<file path="src/rtl/v2n_div.sv">
`default_nettype none

module v2n_div #(
  parameter int COORD_W = 16,
  parameter int FRAC_W  = 14,
  parameter int SIDE_W  = 1
) (
  input  wire logic                         clk,
  input  wire logic                         rst,
  input  wire logic                         in_valid,
  input  wire logic [COORD_W-1:0]           in_mag_a,
  input  wire logic [COORD_W-1:0]           in_mag_b,
  input  wire logic [COORD_W+FRAC_W-1:0]    in_den,
  input  wire logic [SIDE_W-1:0]            in_side,
  output logic                              out_valid,
  output logic [FRAC_W:0]                   out_q_a,
  output logic [FRAC_W:0]                   out_q_b,
  output logic [SIDE_W-1:0]                 out_side
);

  localparam int W = COORD_W + FRAC_W;
  localparam int N = FRAC_W + 1;

  logic              vld [0:N];
  logic [W:0]        ra  [0:N];
  logic [W:0]        rb  [0:N];
  logic [FRAC_W:0]   qa  [0:N];
  logic [FRAC_W:0]   qb  [0:N];
  logic [W-1:0]      den [0:N];
  logic [SIDE_W-1:0] sd  [0:N];

  assign vld[0] = in_valid;
  assign ra[0]  = {2'b00, in_mag_a, {(FRAC_W-1){1'b0}}};
  assign rb[0]  = {2'b00, in_mag_b, {(FRAC_W-1){1'b0}}};
  assign qa[0]  = '0;
  assign qb[0]  = '0;
  assign den[0] = in_den;
  assign sd[0]  = in_side;

  // Restoring division, one quotient bit per stage for both lanes.
  for (genvar i = 0; i < N; i++) begin : g_stage
    logic [W+1:0] ta;
    logic [W+1:0] tb;
    logic         ga;
    logic         gb;
    logic [W+1:0] da;
    logic [W+1:0] db;
    assign ta = {ra[i], 1'b0};
    assign tb = {rb[i], 1'b0};
    assign ga = ta >= {2'b00, den[i]};
    assign gb = tb >= {2'b00, den[i]};
    assign da = ta - {2'b00, den[i]};
    assign db = tb - {2'b00, den[i]};

    always_ff @(posedge clk) begin
      if (rst) begin
        vld[i+1] <= 1'b0;
      end else begin
        vld[i+1] <= vld[i];
      end
    end

    always_ff @(posedge clk) begin
      ra[i+1]  <= ga ? da[W:0] : ta[W:0];
      rb[i+1]  <= gb ? db[W:0] : tb[W:0];
      qa[i+1]  <= {qa[i][FRAC_W-1:0], ga};
      qb[i+1]  <= {qb[i][FRAC_W-1:0], gb};
      den[i+1] <= den[i];
      sd[i+1]  <= sd[i];
    end
  end

  assign out_valid = vld[N];
  assign out_q_a   = qa[N];
  assign out_q_b   = qb[N];
  assign out_side  = sd[N];

endmodule

`default_nettype wire

</file>
<file path="config.mk">
export PLATFORM = sky130hd
export DESIGN_NAME = v2n_div
export DESIGN_NICKNAME = d
export VERILOG_FILES = /design/src/rtl/v2n_div.sv
export SDC_FILE = /design/constraint.sdc
export NUM_CORES = 2
export LEC_CHECK = 0
export BUFFER_PORTS_ARGS = -buffer_cell sky130_fd_sc_hd__buf_2
export CAP_MARGIN = 40
export CORE_ASPECT_RATIO = 0.8
export CORE_UTILIZATION = 61
export CTS_CLUSTER_SIZE = 8
export DETAILED_ROUTE_END_ITERATION = 10
export MAX_ROUTING_LAYER = met4
export PLACE_DENSITY = 0.8
export SETUP_SLACK_MARGIN = 0.15
export SYNTH_ARGS = -nofsm -noshare
export SYNTH_HDL_FRONTEND = slang
export SYNTH_SLANG_ARGS = --single-unit
</file>
<file path="constraint.sdc">
create_clock -name clk -period 4.45 [get_ports clk]
set_input_delay 0.6675 -clock clk [delete_from_list [all_inputs] [get_ports clk]]
set_output_delay 0.6675 -clock clk [all_outputs]
set_load 0.01 [all_outputs]
</file>
# Word level (Yosys, flattened, before mapping)
# Index checks and enable logic that the tools add are counted.
totals:
  inputBits: 66
  output_inout_bits: 32
  word_cells: 216
  reg_bits: 1558
classes:
  add_sub_neg: 28
  magnitude_cmp: 30
  mux: 28
ops:
  columns: ["cell", "n"]
  rows:
  - ["32-bit by 30-bit greater-or-equal comparator with 1-bit output", 28]
  - ["31-bit two-way mux", 26]
  - ["31-bit by 30-bit subtractor with 31-bit output", 26]
  - ["30-bit by 30-bit subtractor with 31-bit output", 2]
  - ["30-bit greater-or-equal comparator", 2]
  - ["30-bit two-way mux", 2]

# Logic depth before layout (Yosys ltp)
depth:
  ltp_word: 2
  depth_mapped: 16
  ltp_nobuf: 14

# Worst setup path before layout
# OpenSTA, ideal clock, no wires.
synth_timing:
  path_type: "register to register"
  from: "register den[120] (netlist name)"
  to: "register rb, in the netlist g_stage[12].tb[19]"
  setup_ns: 0.121
  arrival_ns: 3.498
  period_less_slack_ns: 3.619
  t_required_ns: 4.329
  path_stages_with_launch: 14
  slack_ns: 0.831
  n_path_buf: 1
  path_cell_list: "dfxtp_1 > inv_1 > fa_1 > a21o_1 > a21oi_2 > o221ai_2 > a311o_1 > a221o_1 > a41o_1 > a311oi_1 > o211ai_1 > nor3_2 > buf_4 > mux2_2"
synth_via:
  elab_chain_cells: 2
  elab_cells_between_ends: 3
  cone_classes: "add/sub (1); order compare (1); mux (1)"
synth_rtl:
  columns: ["element", "line", "source"]
  rows:
  - ["start, declared", "29", "logic [W-1:0] den [0:N];"]
  - ["start signal, assigned by index", "68", "den[i+1] <= den[i];"]
  - ["31-bit by 30-bit subtractor with 31-bit output or 32-bit by 30-bit greater-or-equal comparator with 1-bit output (tied branches)", "53, 51", null]
  - ["31-bit two-way mux (*)", "65", "rb[i+1] <= gb ? db[W:0] : tb[W:0];"]
  - ["end signal, assigned by index", "65", null]
  - ["end, declared", "26", "logic [W:0] rb [0:N];"]
# Every way passes the cells marked *; elsewhere a longest branch is shown, timed or not.
# A chain may end at the register's enable or synchronous reset.

# Final worst setup path
layout_timing:
  from: "register den[120] (netlist name)"
  to: "register rb, in the netlist g_stage[12].tb[27]"
# Same word-level chain as after synthesis.

==> out/qor.csv <==
metric,value,unit
num_io_pins,98,
syn_inst,9427,
core_area,135000,sq um
area_growth,10.9,%
rows,120,
critical_path_class,flip-flop to flip-flop,
final_cells,11400,
drc,0,
path_max_fanout,15,
clk_pin_slew_worst_paths,0.05,ns
worstHoldStart,in_valid,
drive_gt1_frac,0.0809,
slew_violations,0,
fin_hold_ws,0.0525,ns
vias_per_cell,6.25,
status,"finished, final reports clean",
slew_headroom,0.310,
worst_clock_skew,0.0486,ns
hold_viol,0,
rsz0062_at_grt,false,
dp.cells,11100,
synthFlopType,dfxtp_1,
grt_pass1_vias,66000,
fp.dieH,333,um
cts.sinks,1558,
yosysWarnings,0,
final-setup-viol-count,0,
routedWlPerCell,23.2,um
synth_edf_count,0,
synth.distinct_cells,92,
start_util,0.619,
h-tree-depth,4,
cp.required,5.15,ns
cp-startpoint,den[120],
worstPathArrival,4.88,ns
vias,71400,
ant_nets,0,
die_w,415,um
nNetsFinal,10600,
tritoncts,built,
setup_ws,0.269,ns
rr_startpoint,den[120],
p_leak,42.4,nW
numPortBuffers,97,
tightest_slew,1.01,ns
dr.pass1.iters,6,
clk-insertion-delay-late,0.86,ns
grt_antenna_before_repair,14,
tns,0,ns
crit_path_start_kind,flip-flop,
dieArea,138000,sq um
max_freq,0.239,GHz
critPathCaptureType,flip-flop,
synthArstFlopShare,0,
syn_nets,10400,
drt_wl_total,264,mm
preCtsSetupSlack,0.230,ns
finalCritPeriodShare,0.940,
cts_buffer_depth,3,
gp_congestion,1.07,
synth_largest_area_cell,dfxtp_1,
grt_usage,0.383,
hp-class,primary input to flip-flop,
syn_area_per_cell,8.85,sq um
peakVddDrop,0.000608,V
grt_max_degree,61,
overflow,0,
synth_seq_cells,1558,
finalPower,82.9,mW
drt_iter0_drc,8716,
cts_buffers,213,
cts_root_buf,clkbuf_16,
post-synth-top-count-cell,dfxtp_1,
syn_area,83400,sq um
pwr_density_cell,896,nW/um^2
yosysTopAreaCellShare,0.374,
netlist_top_cells_area,"dfxtp_1, ha_1, a21oi_1",
ys_seq_area_frac,0.374,
drv_cap,0,
period_needed,4.18,ns
grt_pass1_wl,398,mm
netlist_top_cells_count,"dfxtp_1, a21oi_1, ha_1",
place_hpwl,209,mm
-- worst paths after layout --
path	end	slack [ns]	cells after the start
worst max-delay path	g_stage[12].tb[27]	0.27	14
worst min-delay path	vld[14]	0.05	2
worst max register to register	g_stage[12].tb[27]	0.27	14
worst min register to register	qa[93]	0.29	0
-- final cells by class --
cell class / count / area, sq um
Antenna cell: 9 / 22.5
Clock inverter: 16 / 364
Sequential cell: 1558 / 31200
Tap cell: 1769 / 2210
Multi-Input combinational cell: 6961 / 48900
Fill cell: 10600 / 42300
Inverter: 624 / 2350
Timing Repair Buffer: 267 / 2130
Clock buffer: 217 / 5350
-- critical path, cell delays in order (launching register included) --
cell       delay (ns)
dfxtp_2          0.37
inv_2            0.09
fa_1             0.47
a21o_1           0.22
a21oi_2          0.21
o221ai_2         0.17
a311o_1          0.44
a221o_1          0.39
a41o_1           0.25
a311oi_2         0.31
o211ai_1         0.18
nor3_4           0.26
buf_12           0.15
clkbuf_16        0.18
mux2_2           0.34
-- cells in the final DEF, fill, tap and decap left out, types with 27 or more instances in the layout --
master	Yosys	routed
o21bai_1	108	108
a21oi_1	888	884
clkbuf_16	0	215
nand2_1	780	778
and4_1	27	27
nand4_1	151	151
dlygate4sd3_1	0	31
nand3_1	146	143
nor2_1	565	565
ha_1	871	871
nor2b_1	127	127
nor4_1	30	28
o211ai_1	41	41
inv_1	621	618
nor3_1	108	108
xor2_1	333	333
o21ai_0	736	735
or3_1	30	30
o21a_1	76	76
a31oi_1	104	99
and2_1	46	45
and3_1	61	60
xnor2_1	401	401
o31ai_1	41	40
buf_2	10	97
a21o_1	487	487
nand2b_1	92	91
a211oi_1	60	59
dfxtp_1	1558	1556
mux2_2	221	221
buf_4	34	112
-- sequential cells by signal (all words and copies together) (netlist names), 14 cells and up --
signal      cells
den           420
g_stage.ta    434
g_stage.tb    434
out_q_a        15
out_q_b        15
qa            105
qb            105
sd             14
vld            14
-- per-layer routing --
metal / vias to the layer above / GRT usage / wire length [um]
met2: 3553 / 0.459 / 93900
met4: 0 / 0.0800 / 4640
met1: 33800 / 0.605 / 132000
met5: - / - / 0
met3: 395 / 0.111 / 34100
li1: 33700 / - / -
-- stage by stage --
step	cell area (sq um)	util
after CTS	92400	0.685
after floorplan	83400	-
after global placement	86300	0.640
final	92600	0.687
after detailed placement	86400	0.640
after global routing	92600	0.686
-- timing repair --
action                                  in CTS  in global routing
endpoints found under the setup margin       0                 99
resized for setup                            0                 12
hold buffers                                31                  0
hold endpoints to repair                    31                  0
setup buffers                                0                  6
-- cell families (layout without fill, tap and decap cells) --
group,Yosys count,count (layout),synth area share
fa+ha+maj,897,897,0.137
simple gates,2230,2230,0.125
mux,246,246,0.0331
compound gates,2854,2854,0.211
flops,1558,1558,0.374
other cells,0,9,0
buf+inv,908,1124,0.0428
xor+xnor,734,734,0.0770
-- report_power, final --
part	switching [mW]	leakage, nW	internal, mW	total, mW
sequential	4.58	13.1	19.6	24.1
clock	6.08	2.78	8.42	14.5
combinational	25.6	26.5	18.7	44.3
total	36.3	42.4	46.7	82.9
Power figures use the tool's default switching activity.
