`src/rtl/v2n_sqrt.sv`:
```
`default_nettype none

module v2n_sqrt #(
  parameter int COORD_W = 16,
  parameter int FRAC_W  = 14,
  parameter int SIDE_W  = 1
) (
  input  wire logic                         clk,
  input  wire logic                         rst,
  input  wire logic                         in_valid,
  input  wire logic [2*COORD_W-1:0]         in_sq,
  input  wire logic [SIDE_W-1:0]            in_side,
  output logic                              out_valid,
  output logic [COORD_W+FRAC_W-1:0]         out_root,
  output logic [SIDE_W-1:0]                 out_side
);

  localparam int W  = COORD_W + FRAC_W;
  localparam int RW = 2 * W;

  logic                 vld  [0:W];
  logic [W+1:0]         rem  [0:W];
  logic [W-1:0]         root [0:W];
  logic [2*COORD_W-1:0] sqv  [0:W];
  logic [SIDE_W-1:0]    sd   [0:W];

  assign vld[0]  = in_valid;
  assign rem[0]  = '0;
  assign root[0] = '0;
  assign sqv[0]  = in_sq;
  assign sd[0]   = in_side;

  // One result bit per stage, two radicand bits brought down each time.
  for (genvar i = 0; i < W; i++) begin : g_stage
    logic [RW-1:0] rad;
    logic [W+3:0]  cur;
    logic [W+3:0]  trial;
    assign rad   = {sqv[i], {(2*FRAC_W){1'b0}}};
    assign cur   = {rem[i], rad[RW-1-2*i -: 2]};
    assign trial = cur - {2'b00, root[i], 2'b01};

    always_ff @(posedge clk) begin
      if (rst) begin
        vld[i+1] <= 1'b0;
      end else begin
        vld[i+1] <= vld[i];
      end
    end

    always_ff @(posedge clk) begin
      if (!trial[W+3]) begin
        rem[i+1]  <= trial[W+1:0];
        root[i+1] <= {root[i][W-2:0], 1'b1};
      end else begin
        rem[i+1]  <= cur[W+1:0];
        root[i+1] <= {root[i][W-2:0], 1'b0};
      end
      sqv[i+1] <= sqv[i];
      sd[i+1]  <= sd[i];
    end
  end

  assign out_valid = vld[W];
  assign out_root  = root[W];
  assign out_side  = sd[W];

endmodule

`default_nettype wire

```
`config.mk`:
```
export PLATFORM = sky130hd
export DESIGN_NAME = v2n_sqrt
export DESIGN_NICKNAME = d
export VERILOG_FILES = /design/src/rtl/v2n_sqrt.sv
export SDC_FILE = /design/constraint.sdc
export NUM_CORES = 2
export LEC_CHECK = 0
export BUFFER_PORTS_ARGS = -buffer_cell sky130_fd_sc_hd__buf_4
export CORE_MARGIN = 1
export CORE_UTILIZATION = 40
export DETAILED_ROUTE_END_ITERATION = 12
export SETUP_SLACK_MARGIN = 0.3
export SLEW_MARGIN = 40
export SYNTH_ARGS = -nofsm -noshare
export SYNTH_HDL_FRONTEND = slang
export SYNTH_SLANG_ARGS = --single-unit
```
`constraint.sdc`:
```
create_clock -name clk -period 8.7 [get_ports clk]
set_clock_uncertainty 0.2 [all_clocks]
set_input_delay 0.87 -clock clk [delete_from_list [all_inputs] [get_ports clk]]
set_output_delay 0.87 -clock clk [all_outputs]
set_load 0.03 [all_outputs]
```
Word-level counts from Yosys, hierarchy flattened
Cells that the tools add are included.
{"block": "totals", "wordCells": 237, "in_bits": 36, "out_inout_bits": 32, "ff_bits": 1664}
{"block": "op_classes", "mux": 59, "n_addsub": 30}
{"operator": "$mux 32", "n": 28}
{"operator": "$sub 34x10->34", "n": 1}
{"operator": "$sub 34x11->34", "n": 1}
{"operator": "$sub 34x12->34", "n": 1}
{"operator": "$sub 34x13->34", "n": 1}
{"operator": "$sub 34x14->34", "n": 1}
{"operator": "$sub 34x15->34", "n": 1}
{"operator": "$sub 34x16->34", "n": 1}
{"operator": "$sub 34x17->34", "n": 1}
{"operator": "$sub 34x18->34", "n": 1}
{"operator": "$sub 34x19->34", "n": 1}
{"operator": "$sub 34x20->34", "n": 1}
{"operator": "$sub 34x21->34", "n": 1}
{"operator": "$sub 34x22->34", "n": 1}
{"operator": "$sub 34x23->34", "n": 1}
{"operator": "$sub 34x24->34", "n": 1}
{"operator": "$sub 34x25->34", "n": 1}
{"operator": "$sub 34x26->34", "n": 1}
{"operator": "$sub 34x27->34", "n": 1}
{"operator": "$sub 34x28->34", "n": 1}
{"operator": "$sub 34x29->34", "n": 1}
{"operator": "$sub 34x3->34", "n": 1}
{"operator": "$sub 34x30->34", "n": 1}
{"operator": "$sub 34x31->34", "n": 1}
{"operator": "9 further kinds", "n": 38}

Logic depth before layout (Yosys ltp)
{"block": "depth", "ltp_word": 2, "ltp_mapped": 14, "depth_no_buf": 14}

Worst setup path after synthesis
OpenSTA, ideal clock, no wires.
{"block": "synth_path", "kind": "reg-to-reg", "from": "register root[91] (netlist bit)", "to": "register rem (netlist bit g_stage[28].cur[24])", "path_slack_ps": 5080, "required_ps": 8379, "setup_ps": 121, "path_buffers": 1, "arrival_ps": 3300, "synth_period_minus_slack_ps": 3620, "path_stages_with_launch": 14, "cell_sequence": "dfxtp_1 > inv_1 > ha_1 > a211oi_1 > o211ai_1 > nand3_1 > or3_1 > a31oi_1 > a211oi_1 > o21ai_1 > a2111oi_4 > xnor2_2 > buf_2 > mux2_2"}
{"block": "synth_via", "elab_chain_len": 2}
{"item": "start, declared", "line_no": "23", "text": "logic [W-1:0] root [0:W];"}
{"item": "start signal, assigned by index", "line_no": "53", "text": "root[i+1] <= {root[i][W-2:0], 1'b1};"}
{"item": "start signal, assigned by index", "line_no": "56", "text": "root[i+1] <= {root[i][W-2:0], 1'b0};"}
{"item": "$sub 34x29->34", "line_no": "40", "text": "assign trial = cur - {2'b00, root[i], 2'b01};"}
{"item": "$mux 32", "line_no": "51", "text": "if (!trial[W+3]) begin"}
{"item": "end signal, assigned by index", "line_no": "52", "text": "rem[i+1] <= trial[W+1:0];"}
{"item": "end signal, assigned by index", "line_no": "55", "text": "rem[i+1] <= cur[W+1:0];"}
{"item": "end, declared", "line_no": "22", "text": "logic [W+1:0] rem [0:W];"}
No other way between the ends.
A chain may end at the register's enable or synchronous reset.

Worst setup path after layout
{"block": "layout_path", "from": "register root[271] (netlist bit)", "to": "register rem (netlist bit g_stage[22].cur[28])"}
{"block": "layout_via", "elab_chain_len": 2}
{"item": "$sub 34x23->34", "line_no": "40"}
{"item": "$mux 32", "line_no": "51"}
No other way between the ends.

==> reports/results.txt <==
Post-CTS Setup Inserts: 0
Mean Syn Cell Area: 9.79 sq um
largest net degree at the start of global routing: 56
leakage: 34.2 nW
vias in the first global route: 46.1k
cell row count: 149
Crit Path Category: register to register
post-synthesis async set-or-reset flop share: 0%
HPWL after DPL: 102 mm
initial core utilization: 40.5%
synthesized cell area: 67100 sq um
gr usage total: 15.8%
Post-synth EDFFs: 0
worst vdd ir: 236 uV
CTS buffer count: 173
routed wire length per instance: 14.3 um
M1 GR Usage: 18.2%
Chip Height: 412 um
htree depth: 4
area leader, netlist: dfxtp_1
met3 Usage GRT: 2.77%
busiest layer in global routing: met2
clock sinks: 1635
minimum clock period: 4.39 ns
# diodes: 0
first-pass GRT wire length: 222 mm
type of origin of the critical path: register
PD cells: 411 nW/um^2
met2 usage: 28.6%
final slew viol count: 0
worst hold path type: input pin to register
fmax: 228 MHz
largest cells by area after synthesis: dfxtp_1, ha_1, xor2_1
outcome: finished, final reports clean
share of layout cells above drive strength 1: 8.96%
final setup violation count: 0
Initial DRT Pass Iterations: 5
Yosys warning total: 0
Synth Flop Type: dfxtp_1
Cells after Synth: 6853
PortBufs: 67
Die X-Extent: 412 um
final hold vios: 0
Synthesized Nets: 7353
Yosys reg bits: 1635
top-level I/O count: 68
CTS tree: built
worst-path fanout max: 29
r2r setup slk: 4.31 ns
initial antenna violation count: 0
Period Utilization, post-route: 50.5%
nets: 7511
unique cell type count in the Yosys netlist: 93
die area: 169000 sq um
vias: 45.9k
clock-pin slew on the worst setup and hold paths: 0.06 ns
Syn-to-layout area delta: 13.9%
root buffer cell: clkbuf_16
drt initial violations: 2094
share of the synthesized area in the top cell type: 48.8%
max_slew headroom: 42.3%
CTS Buffer Depth: 3
# DRC: 0
WL final: 134 mm
core area: 166000 sq um
grt ovf: 0
Final Util: 46.1%
Max Cap Viol: 0
Worst-Margin Slew: 0.854 ns
setup_tns: 0 ns
most frequent cell after synthesis: dfxtp_1
Worst EP arrival: 4.86 ns
DRT antenna net count: 0
critical path endpoint category: register
Avg Vias per Cell: 4.92
Seq/Total Area, Yosys: 48.8%
Critical Path RT: 9.17 ns
synth cell count leaders: dfxtp_1, inv_1, nand2_1, ha_1, o21ai_0
routability cong.: 0.860
RSZ-0062 raised after global routing: false
Skew-Pair Late Insertion Delay: 0.80 ns
-- kinds of logic after synthesis --
| kind of cell | count (synthesis) | share of synthesized area [%] |
|---|---|---|
| DFF | 1635 | 48.8 |
| and+or+nand+nor | 1765 | 13.0 |
| muxes | 175 | 2.92 |
| xor gates and xnor gates | 739 | 9.67 |
| adders and majority gates | 464 | 8.80 |
| other | 1 | 0.00559 |
| AOI/OAI and AO/OA | 1325 | 12.4 |
| buffers and inverters | 749 | 4.40 |
-- repair_timing --
| item | CTS | global route |
|---|---|---|
| hold endpoints to repair | 31 | 0 |
| hold buffers | 31 | 0 |
| setup endpoints to repair | 0 | 0 |
| resized for setup | 0 | 0 |
-- placed cells by master (no fill, tap or decap), types with 15 or more instances in the layout --
cell type      netlist  layout
o211ai_1            31      31
dfxtp_1           1635    1635
o21a_1              82      82
a31oi_1             39      39
and2_1              19      19
a21boi_0            18      18
nand2b_1            81      81
a31o_2              17      17
nand4_1             39      39
nand2_1            526     525
buf_4               30      88
and3_1              29      29
a21o_1             172     172
nor3_1             184     183
clkbuf_1            89      22
clkinv_2             0      35
clkbuf_8             0      37
nand3b_1            19      19
nand3_1            101     101
clkbuf_16            0     173
inv_1              610     610
o41ai_1             15      15
a211oi_1            44      43
dlygate4sd3_1        0      31
bufinv_16            0      17
a21oi_1            308     308
or3_1               88      88
o21bai_1            37      37
ha_1               451     451
nor4_1              75      74
or4_1               46      46
mux2_2             161     161
or2_2               23      23
xor2_1             390     380
o31ai_1             49      49
nor2b_1            107     107
o21ai_0            399     399
xnor2_1            347     342
nor2_1             368     367
-- layer usage --
metal | wire length [um] | share of wire, %
met1 | 58500 | 44
met2 | 66300 | 49
met3 | 4430 | 3.3
met4 | 4950 | 3.7
met5 | 0 | 0
-- critical path, cell delays in order, from the launching register on --
cell      delay, ns
dfxtp_1        0.39
inv_1          0.06
ha_1           0.31
a211oi_1       0.21
nor2_1         0.13
o311ai_0       0.77
a21oi_1        0.33
a21oi_1        0.45
o211a_2        0.73
nor2b_1        0.24
a21boi_1       0.22
nand3b_1       0.12
xnor2_1        0.14
-- sequential cells by signal, indices dropped and copies added (netlist names) --
signal	count
out_root	30
sd	29
out_valid	1
out_side	1
root	435
g_stage.rad	210
g_stage.cur	900
vld	29
-- through the flow --
step	cells	total power [mW]	hold WS [ns]	instance area (sq um)	worst slack, ns
floorplan	6853	20.9	0.110	67100	5.08
global route	9346	33.8	0.0340	76400	4.01
global placement	8992	23.7	0.110	70000	4.17
detailed placement	8993	23.9	0.112	70000	4.32
CTS	9345	31.7	0.00535	76400	4.31
finish	9346	31.4	0.0809	76400	4.31
-- final timing paths --
| path | start | to | cells after the start |
|---|---|---|---|
| min reg2reg | g_stage[5].rad[37] | g_stage[6].rad[37] | 0 |
| min | in_sq[31] | root[870] | 2 |
| max reg2reg | root[271] | g_stage[22].cur[28] | 12 |
| max | root[271] | g_stage[22].cur[28] | 12 |
-- area by class of cell --
type / instances / area (sq um)
fill: 15400 / 89300
sequential: 1635 / 32700
multi-input combinational: 4469 / 31600
clock buffer: 232 / 4920
tap: 2189 / 2740
inverter: 611 / 2290
clock inverter: 89 / 1150
timing repair buffer: 121 / 997
-- power by group --
group | internal, mW | switching [mW]
Sequential | 9.83 | 1.64
Combinational | 5.63 | 6.70
Clock | 4.52 | 3.07
Power figures use the tool's default switching activity.
